`src/wav_pcm_to_float_converter_core_macros.svh`:
```
// Assertion helpers used by the converter core source.
`ifndef WAV_PCM_TO_FLOAT_CONVERTER_CORE_MACROS_SVH
`define WAV_PCM_TO_FLOAT_CONVERTER_CORE_MACROS_SVH
// Implication checked on every clock, off while in reset.
`define WPF_ASSERT_IMPL(lbl, ante, cons, msg) \
  lbl: assert property (@(posedge clk) disable iff (!rst_n) (ante) |-> (cons)) \
    else $error(msg);
// Implication checked on the next clock.
`define WPF_ASSERT_NEXT(lbl, ante, cons, msg) \
  lbl: assert property (@(posedge clk) disable iff (!rst_n) (ante) |=> (cons)) \
    else $error(msg);
`endif

```
`src/wpf_pkg.sv`:
```
package wpf_pkg;

  localparam int MaxChannelsDef = 16;

  localparam logic [1:0] ENC_PCM   = 2'd0;
  localparam logic [1:0] ENC_FLOAT = 2'd1;

  localparam logic [1:0] REG_SIZE = 2'd0;
  localparam logic [1:0] REG_ENC  = 2'd1;
  localparam logic [1:0] REG_CHAN = 2'd2;

  // Sample format decoded from the registers.
  localparam logic [2:0] FMT_BAD  = 3'd0;
  localparam logic [2:0] FMT_U8   = 3'd1;
  localparam logic [2:0] FMT_S16  = 3'd2;
  localparam logic [2:0] FMT_S24  = 3'd3;
  localparam logic [2:0] FMT_S32  = 3'd4;
  localparam logic [2:0] FMT_F32  = 3'd5;

  // Assembled sample handed from the byte collector to the converter.
  typedef struct packed {
    logic [31:0] word;
    logic [2:0]  fmt;
    logic        bad;
  } smp_t;

  // Signed integer (up to 32 bits, value = v * 2^-scale) to float bits, RNE.
  function automatic logic [31:0] int_to_float(input logic [31:0] v, input logic [7:0] scale);
    logic        sgn;
    logic [31:0] mag;
    logic [31:0] norm;
    logic [5:0]  lz;
    logic [23:0] man;
    logic        g, st;
    logic [24:0] rnd;
    logic [7:0]  ex;
    sgn = v[31];
    mag = sgn ? (~v + 32'd1) : v;
    lz = 6'd32;
    for (int i = 0; i < 32; i++) begin
      if (mag[i]) lz = 6'(31 - i);
    end
    norm = mag << lz[4:0];
    man  = norm[31:8];
    g    = norm[7];
    st   = |norm[6:0];
    rnd  = {1'b0, man} + 25'(g & (st | man[0]));
    ex   = 8'(8'd158 - {2'b0, lz} - scale);
    if (rnd[24]) begin
      ex  = ex + 8'd1;
      rnd = rnd >> 1;
    end
    if (mag == 32'd0) int_to_float = 32'd0;
    else int_to_float = {sgn, ex, rnd[22:0]};
  endfunction

endpackage

```
`src/wpf_collect.sv`:
```
// Byte gathering and channel tracking; the output sample is combinational from held and current bytes.
module wpf_collect #(
  parameter int MAX_CHANNELS = wpf_pkg::MaxChannelsDef
) (
  input  logic                  clk,
  input  logic                  rst_n,
  input  logic                  clear,
  input  logic [6:0]            size_bits,
  input  logic [1:0]            enc,
  input  logic [4:0]            chan_cnt,
  input  logic                  take,
  input  logic [7:0]            data_byte,
  output logic                  emit,
  output wpf_pkg::smp_t         smp,
  output logic [3:0]            chan_idx,
  output logic                  last
);
  localparam int CW = (MAX_CHANNELS > 1) ? $clog2(MAX_CHANNELS) : 1;

  logic [1:0]  pos_r, pos_nxt;
  logic [23:0] part_r, part_nxt;
  logic [CW-1:0] chan_r, chan_nxt;
  logic [2:0]  fmt;
  logic [1:0]  nlast;
  logic [8:0]  chans;
  logic [CW-1:0] cur;
  logic [31:0] word;

  always_comb begin
    case (size_bits)
      7'd8:  fmt = wpf_pkg::FMT_U8;
      7'd16: fmt = wpf_pkg::FMT_S16;
      7'd24: fmt = (enc == wpf_pkg::ENC_PCM) ? wpf_pkg::FMT_S24 : wpf_pkg::FMT_BAD;
      7'd32: fmt = (enc == wpf_pkg::ENC_PCM) ? wpf_pkg::FMT_S32 :
                   (enc == wpf_pkg::ENC_FLOAT) ? wpf_pkg::FMT_F32 : wpf_pkg::FMT_BAD;
      default: fmt = wpf_pkg::FMT_BAD;
    endcase
    case (fmt)
      wpf_pkg::FMT_U8:  nlast = 2'd0;
      wpf_pkg::FMT_S16: nlast = 2'd1;
      wpf_pkg::FMT_S24: nlast = 2'd2;
      default:          nlast = 2'd3;
    endcase
    chans = (chan_cnt == 5'd0) ? 9'd1 : {4'b0, chan_cnt};
    if (chans > 9'(MAX_CHANNELS)) chans = 9'(MAX_CHANNELS);
    cur = (32'(chan_r) >= 32'(chans)) ? '0 : chan_r;
    // each byte lands at its own position; the final one at the top slot
    word = {8'b0, part_r} | ({24'b0, data_byte} << {pos_r, 3'b000});
    last = (32'(cur) + 32'd1 >= 32'(chans));
    chan_idx = 4'(cur);
    smp.word = word;
    smp.fmt  = fmt;
    smp.bad  = (fmt == wpf_pkg::FMT_BAD);
    emit = take && (smp.bad || pos_r == nlast);
    pos_nxt = pos_r;
    part_nxt = part_r;
    chan_nxt = chan_r;
    if (clear) begin
      pos_nxt = '0;
      part_nxt = '0;
      chan_nxt = '0;
    end else if (take && !smp.bad) begin
      if (pos_r == nlast) begin
        pos_nxt = '0;
        part_nxt = '0;
        chan_nxt = last ? '0 : CW'(32'(cur) + 32'd1);
      end else begin
        pos_nxt = pos_r + 2'd1;
        part_nxt = word[23:0];
      end
    end
  end

  always_ff @(posedge clk) begin
    if (!rst_n) begin
      pos_r <= '0;
      part_r <= '0;
      chan_r <= '0;
    end else begin
      pos_r <= pos_nxt;
      part_r <= part_nxt;
      chan_r <= chan_nxt;
    end
  end
endmodule

```
`src/wpf_convert.sv`:
```
// Sample word to IEEE single bits.
module wpf_convert (
  input  wpf_pkg::smp_t smp,
  output logic [31:0]   fbits
);
  always_comb begin
    case (smp.fmt)
      wpf_pkg::FMT_U8:
        fbits = wpf_pkg::int_to_float(32'({24'b0, smp.word[7:0]} - 32'h80), 8'd7);
      wpf_pkg::FMT_S16:
        fbits = wpf_pkg::int_to_float({{16{smp.word[15]}}, smp.word[15:0]}, 8'd15);
      wpf_pkg::FMT_S24:
        fbits = wpf_pkg::int_to_float({smp.word[23:0], 8'b0}, 8'd31);
      wpf_pkg::FMT_S32:
        fbits = wpf_pkg::int_to_float(smp.word, 8'd31);
      wpf_pkg::FMT_F32:
        fbits = smp.word;
      default:
        fbits = 32'd0;
    endcase
  end
endmodule

```
`src/wav_pcm_to_float_converter_core.sv`:
```
// WAV PCM to float converter.
// in_*: one data byte per transfer (in_tdata), little-endian WAV sample data.
// out_*: one converted sample per transfer. tdata = float bits,
//   tuser from bit 0 up:
//   [3:0] channel_index, [4] frame_last, [5] status.
// cfg_*: index 0 sample size bits, 1 encoding, 2 channel count; any
//   listed write restarts byte and channel counting. Write only when idle.
// Throughput: one byte per cycle while in_tready is high. The byte that completes
//   a sample gives its result from the output register in the next cycle. Unsupported formats
//   answer every byte with status set and zero float bits.
// Conversion is one combinational pass (assembly, leading-zero count,
//   normalize and round) from the byte input into the output register.
// Stall: in_tready follows out_tready when a result is held; a held result
//   stays stable until taken, new bytes still enter when the register
//   frees in the same cycle.
// Reset (synchronous, rst_n low): 16-bit PCM, two channels, counters clear,
//   output register empty.
`include "wav_pcm_to_float_converter_core_macros.svh"
module wav_pcm_to_float_converter_core #(
  parameter int MAX_CHANNELS = wpf_pkg::MaxChannelsDef
) (
  input  logic        clk,
  input  logic        rst_n,
  input  logic        in_tvalid,
  output logic        in_tready,
  input  logic [7:0]  in_tdata,   // [7:0] data_byte
  output logic        out_tvalid,
  input  logic        out_tready,
  output logic [31:0] out_tdata,  // [31:0] float_bits
  output logic [7:0]  out_tuser,  // [3:0] channel_index, [4] frame_last, [5] status
  input  logic        cfg_valid,
  output logic        cfg_ready,
  input  logic [1:0]  cfg_index,
  input  logic [6:0]  cfg_data
);
  logic [6:0] size_r;
  logic [1:0] enc_r;
  logic [4:0] chan_r;
  logic       cfg_hit;
  logic       take, emit, last;
  logic [3:0] cidx;
  logic [31:0] fbits;
  wpf_pkg::smp_t smp;
  logic        ov_r, ov_nxt;
  logic [31:0] od_r;
  logic [7:0]  ou_r;

  assign cfg_ready = 1'b1;
  assign cfg_hit = cfg_valid && (cfg_index == wpf_pkg::REG_SIZE ||
                   cfg_index == wpf_pkg::REG_ENC || cfg_index == wpf_pkg::REG_CHAN);
  assign in_tready = !ov_r || out_tready;
  assign take = in_tvalid && in_tready;

  wpf_collect #(.MAX_CHANNELS(MAX_CHANNELS)) u_collect (
    .clk(clk), .rst_n(rst_n), .clear(cfg_hit), .size_bits(size_r), .enc(enc_r),
    .chan_cnt(chan_r), .take(take), .data_byte(in_tdata), .emit(emit), .smp(smp),
    .chan_idx(cidx), .last(last)
  );

  wpf_convert u_convert (.smp(smp), .fbits(fbits));

  assign ov_nxt = emit ? 1'b1 : (out_tready ? 1'b0 : ov_r);

  always_ff @(posedge clk) begin
    if (!rst_n) begin
      size_r <= 7'd16;
      enc_r <= wpf_pkg::ENC_PCM;
      chan_r <= 5'd2;
      ov_r <= 1'b0;
    end else begin
      ov_r <= ov_nxt;
      if (cfg_valid) begin
        case (cfg_index)
          wpf_pkg::REG_SIZE: size_r <= cfg_data;
          wpf_pkg::REG_ENC:  enc_r <= cfg_data[1:0];
          wpf_pkg::REG_CHAN: chan_r <= cfg_data[4:0];
          default: ;
        endcase
      end
    end
  end

  always_ff @(posedge clk) begin
    if (emit) begin
      od_r <= smp.bad ? 32'd0 : fbits;
      ou_r <= smp.bad ? 8'h20 : {2'b00, 1'b0, last, cidx};
    end
  end

  assign out_tvalid = ov_r;
  assign out_tdata = od_r;
  assign out_tuser = ou_r;

  `WPF_ASSERT_NEXT(a_hold, out_tvalid && !out_tready, out_tvalid && $stable(out_tdata),
    "held result changed")
  `WPF_ASSERT_IMPL(a_bad_zero, out_tvalid && out_tuser[5], out_tdata == 32'd0 &&
    out_tuser[4:0] == 5'd0, "bad status with payload")
  `WPF_ASSERT_NEXT(a_emit, emit, out_tvalid, "result lost")
endmodule

```
`config.mk`:
```
export PLATFORM = sky130hd
export DESIGN_NAME = wav_pcm_to_float_converter_core
export DESIGN_NICKNAME = d
export VERILOG_FILES = /design/src/wpf_pkg.sv /design/src/wpf_collect.sv /design/src/wpf_convert.sv /design/src/wav_pcm_to_float_converter_core.sv
export VERILOG_INCLUDE_DIRS = /design/src /design/src/src
export SDC_FILE = /design/constraint.sdc
export NUM_CORES = 1
export LEC_CHECK = 0
export ABC_AREA = 1
export BUFFER_PORTS_ARGS = -buffer_cell sky130_fd_sc_hd__buf_2
export CORE_UTILIZATION = 26
export CTS_BUF_LIST = sky130_fd_sc_hd__clkbuf_4 sky130_fd_sc_hd__clkbuf_8 sky130_fd_sc_hd__clkbuf_16
export DETAILED_ROUTE_END_ITERATION = 7
export GPL_TIMING_DRIVEN = 1
export SLEW_MARGIN = 20
export SYNTH_ARGS = -nofsm -noshare
export SYNTH_HDL_FRONTEND = slang
export SYNTH_HIERARCHICAL = 1
export SYNTH_SLANG_ARGS = --single-unit
```
`constraint.sdc`:
```
create_clock -name clk -period 11.6 [get_ports clk]
set_input_delay 2.32 -clock clk [delete_from_list [all_inputs] [get_ports clk]]
set_output_delay 2.32 -clock clk [all_outputs]
set_load 0.005 [all_outputs]
```
Yosys cells after proc, flatten, opt, wreduce, memory -nomap -nowiden:

Index checks and enable logic that the tools add are counted.

* reduce and logical (&&, ||, !) cells: 28
* eq/ne operators: 13
* $mul: 0
* div/mod/pow operators: 0
* muxes and demuxes: 163
* shifts and indexed selects: 5
* $lt $le $gt $ge: 3
* bitwise gates (word level): 14
* add/subtract/negate cells: 23

Operator list (number)
* 2-to-1 mux 6 bit: 133
* 2-to-1 mux 32 bit: 8
* case mux 32 bit (5 select lines): 1
* adder 32 x 1 -> 32 bit, second input constant: 4
* zero test 32 bit: 4
* inverter 32 bit: 4
* << shifter 32 x 5 -> 32 bit: 4
* adder 24 x 25 -> 25 bit: 4
* AND 1 x 25 -> 25 bit: 4
* 2-to-1 mux 23 bit: 4
* adder 8 x 1 -> 8 bit, second input constant: 4
* greater-or-equal comparator 32 x 9 -> 1 bit: 1
* 2-to-1 mux 8 bit: 4
* bitwise OR 24 x 32 -> 32 bit: 1
* << shifter 8 x 5 -> 32 bit: 1
* subtractor 8 x 6 -> 8 bit, first input constant: 4
* OR reduction 7 bit: 4
* 2-to-1 mux 24 bit: 1
* subtractor 8 x 5 -> 8 bit, second input constant: 2
* == test 7 x 5 -> 1 bit, second input constant: 2
* case mux 3 bit (4 select lines): 1
* greater-or-equal comparator 4 x 9 -> 1 bit: 1
* greater-than comparator 9 x 5 -> 1 bit, second input constant: 1
* 2-to-1 mux 9 bit: 1
* 30 further kinds: 51

* memories: 0
* logic and storage cells: 259
* input port bits: 22
* memory bits (read-only): 0
* RAM bits: 0
* output and inout port bits: 43
* bits in registers: 85
* bits in latches: 0

Logic depth before layout (Yosys ltp):

* depth after elaboration: 47
* mapped depth: 63
* mapped depth without buffers: 60

Modules after synthesis:

Netlist, hierarchy kept.

Modules (own cells, without submodules)
* wpf_convert: cells an instance 1688, sequential area each 0.0 µm², area an instance 8095.3 µm², instances 1
* wav_pcm_to_float_converter_core: cells an instance 218, sequential area each 1441.4 µm², area an instance 2138.3 µm², instances 1
* wpf_collect: cells an instance 289, sequential area each 600.6 µm², area an instance 1965.6 µm², instances 1

Least setup slack after synthesis:

Ideal clock, no wire load.

* path kind: in2reg
* start point: in in_tdata[0]
* end point: reg od_r[18] (netlist: out_tdata[18]) (data pin)
* data arrival time: 7.664 ns
* setup time: 0.257 ns
* required time: 11.343 ns
* path slack: 3.679 ns
* path buffers: 4
* cell stages on the path: 48
* cells stage by stage: nand2_1 -> o21bai_1 -> clkbuf_1 -> inv_1 -> buf_1 -> ha_1 -> nand2_1 -> nor2_2 -> nand2_1 -> nor2_4 -> nand2_1 -> nor2_2 -> nand3_2 -> nor2_4 -> nand3_2 -> nor2_2 -> nand2_2 -> nor2_4 -> (+12 left out) -> nand3_1 -> nand3_1 -> nor2_1 -> nand2_1 -> inv_1 -> ha_1 -> nand4_1 -> nor2_2 -> nand2_2 -> nor2_4 -> nand3_2 -> nor2_2 -> nor2_2 -> buf_6 -> nand2_1 -> nand3_1 -> inv_1 -> nor2_1

RTL lines
* start, declared: line wav_pcm_to_float_converter_core.sv:26 `input logic [7:0] in_tdata,`
* end signal, assigned: line wav_pcm_to_float_converter_core.sv:85 `od_r <= smp.bad ? 32'd0 : fbits;`
* end, declared: line wav_pcm_to_float_converter_core.sv:45 `logic [31:0] od_r;`

==> results.ini <==
[routing]
drt-pass1-iter-count=6
route.detailed.drc=0
via_count=14298
wirelength_um=45760
vias_per_cell=5.081
drtIter0Drc=1810
wl_per_cell_um=16.26
drtAntennaViolNets=0

[clock_network]
clock-root-buffer=clkbuf_16
htree_levels=3
cts_tree=yes
cts-hold-fix-buffers=0
cts.sinks=83
cts_buffers=9
max-clock-path-buffers=2
cts_resized=0
clk_pin_slew_ps=70
clock_latency_ps=370
post-cts-setup-buffers=0

[global_route]
grt_pass1_vias=12787
track_usage=0.1923
grt_overflow=0
grt_pass1_wl_um=71600
grt_max_degree=39
antenna_found_initial=1

[sta]
final-max-slew-violation-count=0
worst_slew_pin_slew_ps=1059
setup_violations=0
fin_setup_tns_ps=0
max_freq_mhz=109.7
layout_min_cycle_time_ps=9117
maxSlewHeadroom=0.2757
finalCritPeriodShare=0.7859
finalWorstSetupSlack_ps=2483
fin_hold_ws_ps=490.1
fin_skew_ps=12.01
rsz0062_at_grt=no
finalHoldViolCount=0

[yosys]
syn_avg_cell_area_um2=5.558
async_reset_ff_frac=0
yosys.area.top_type_share=0.1883
synth.ff_latch_count=83
synth_area_leaders=nand2_1 (19%), nand3_1 (11%), edfxtp_1 (9.4%)
synth.distinct_cells=66
syn_area_um2=12200
synth_edf_count=38
synth_flop_cell=dfxtp_1
syn_inst=2195
yosysSeqAreaShare=0.1674
synth_warnings=6
synth_top_cell_by_area=nand2_1

[cells_and_area]
final_common_cell=nand2_1
area_delta_synth_final_pct=8.800
seqCellArea_um2=2042
layout_common_cells=nand2_1 (612), inv_1 (282), nand3_1 (266)
drive_gt1_frac=0.09746
nets=2248
multiInputGateArea_um2=8492
fillers=5319

[placement]
placement.io_buffers=61
preCtsSetupSlack_ps=2223
place.gp.congestion=1.005
hpwl_um=36760

[pwr]
leakage_nw=6.323
powerDensity_nw_per_um2=147.0
p_int_uw=873.4
switching_share=0.5525
p_switching_mw=1.078
pwr-share-comb=0.656
pwr-share-seq=0.179
peakVddDrop_mv=0.08792
p_clk_frac=0.164

[hold_path]
hold_end=size_r[4]
hold_depth=2
min_path_type=flop to flop
worstHoldStart=size_r[4]

[floorplanning]
die_w_um=218.6
rows=79
core_area_um2=46460
io_pins=65
die_area_um2=47790
initial_utilization=0.2626
die-height_um=218.6

[worst_setup_path]
end_kind=flop
critPathMaxFanout=34
worstPathArrival_ps=9200
r2r-end=out_tdata[18]
reg2reg_depth=48
setup.worst_path.class=input pin to flop
crit_required_ps=11680
r2r-start=u_collect/pos_r[0]
cp-start-kind=input pin
cp_common_cell=nand2_1
r2r_setup_slack_ps=3590
cp_slowest_cell=inv_1
slowest_delay_ps=570

[run]
maxCapViolCount=0

[run_status]
status=complete, no violations

kinds of logic after synthesis:
| group | Yosys count | synth area share |
|---|---|---|
| flip-flops | 83 | 0.1674 |
| multiplexers | 1 | 0.0008205 |
| AND/OR/NAND/NOR | 1294 | 0.4717 |
| buffers and inverters | 403 | 0.1392 |
| AO/OA/AOI/OAI | 357 | 0.1729 |
| other | 3 | 0.0009230 |
| adder cells (fa/ha/maj) | 25 | 0.02564 |
| XOR/XNOR | 29 | 0.02144 |
state kept, by name, indices dropped and copies added, names as in the netlist:
register / count
u_collect/part_r: 24
chan_r: 5
u_collect/chan_r: 4
out_tvalid: 1
out_tdata: 32
u_collect/pos_r: 2
size_r: 7
enc_r: 2
out_tuser: 6
critical path: cells and delay by family:
family | cells | cell delay (ps)
buffers and inverters | 9 | 1960
adder cells (fa/ha/maj) | 2 | 520
XOR/XNOR | 1 | 190
AO/OA/AOI/OAI | 5 | 430
AND/OR/NAND/NOR | 31 | 3720
worst max-delay path by stage:
stage / startpoint / to / slack [ps]
6_report: in_tdata[0] / out_tdata[18] / 2480
5_1_grt: in_tdata[0] / out_tdata[18] / 1750
4_1_cts: in_tdata[0] / out_tdata[18] / 2610
3_5_place_dp: in_tdata[0] / out_tdata[18] / 2220
3_3_place_gp: in_tdata[0] / out_tdata[18] / 2380
2_1_floorplan: in_tdata[0] / out_tdata[18] / 3680
Yosys cell counts (all sizes together), types with 8 or more instances:
| cell | instances |
|---|---|
| nand2 | 633 |
| inv | 305 |
| nor2 | 299 |
| nand3 | 282 |
| o21ai | 203 |
| buf | 53 |
| a21oi | 48 |
| dfxtp | 45 |
| edfxtp | 38 |
| clkbuf | 37 |
| nor3 | 35 |
| nand4 | 27 |
| ha | 25 |
| o21bai | 25 |
| xor2 | 23 |
| o22ai | 12 |
| nor4 | 9 |
| a221oi | 8 |
| clkinv | 8 |
power by group through the flow:
| stage | Combinational, mW | Clock (mW) | Sequential, mW |
|---|---|---|---|
| after floorplan | 0.928 | 0 | 0.353 |
| after global placement | 1.25 | 0 | 0.358 |
| after detailed placement | 1.24 | 0 | 0.357 |
| after CTS | 1.25 | 0.331 | 0.351 |
| after global routing | 1.42 | 0.338 | 0.353 |
| final | 1.28 | 0.320 | 0.350 |
layout make-up:
| class | count | area share |
|---|---|---|
| timing repair buffer | 83 | 0.03545 |
| clock inverter | 6 | 0.005562 |
| inverter | 313 | 0.08908 |
| clock buffer | 10 | 0.01885 |
| antenna | 1 | 0.0001885 |
| tap | 607 | 0.05722 |
| sequential | 83 | 0.1538 |
| multi-input combinational | 1711 | 0.6398 |
metal layers:
layer	up-vias	wire length, µm	global-route usage	part of all wire
li1	7171	-	-	-
met1	6417	19600	0.2486	0.43
met2	600	20760	0.3156	0.45
met3	108	3102	0.02199	0.068
met4	2	2280	0.09347	0.050
met5	-	12	0	0.00026
stage by stage:
stage	instances	total power, mW	area, µm²	utilization
finish	2814	1.952	13270	0.2857
global route	2813	2.116	13270	0.2856
CTS	2813	1.929	13270	0.2856
detailed placement	2797	1.599	12950	0.2787
global placement	2797	1.611	12950	0.2787
floorplan	2197	1.281	12210	-
No activity file was read; power rests on OpenSTA's default activity.
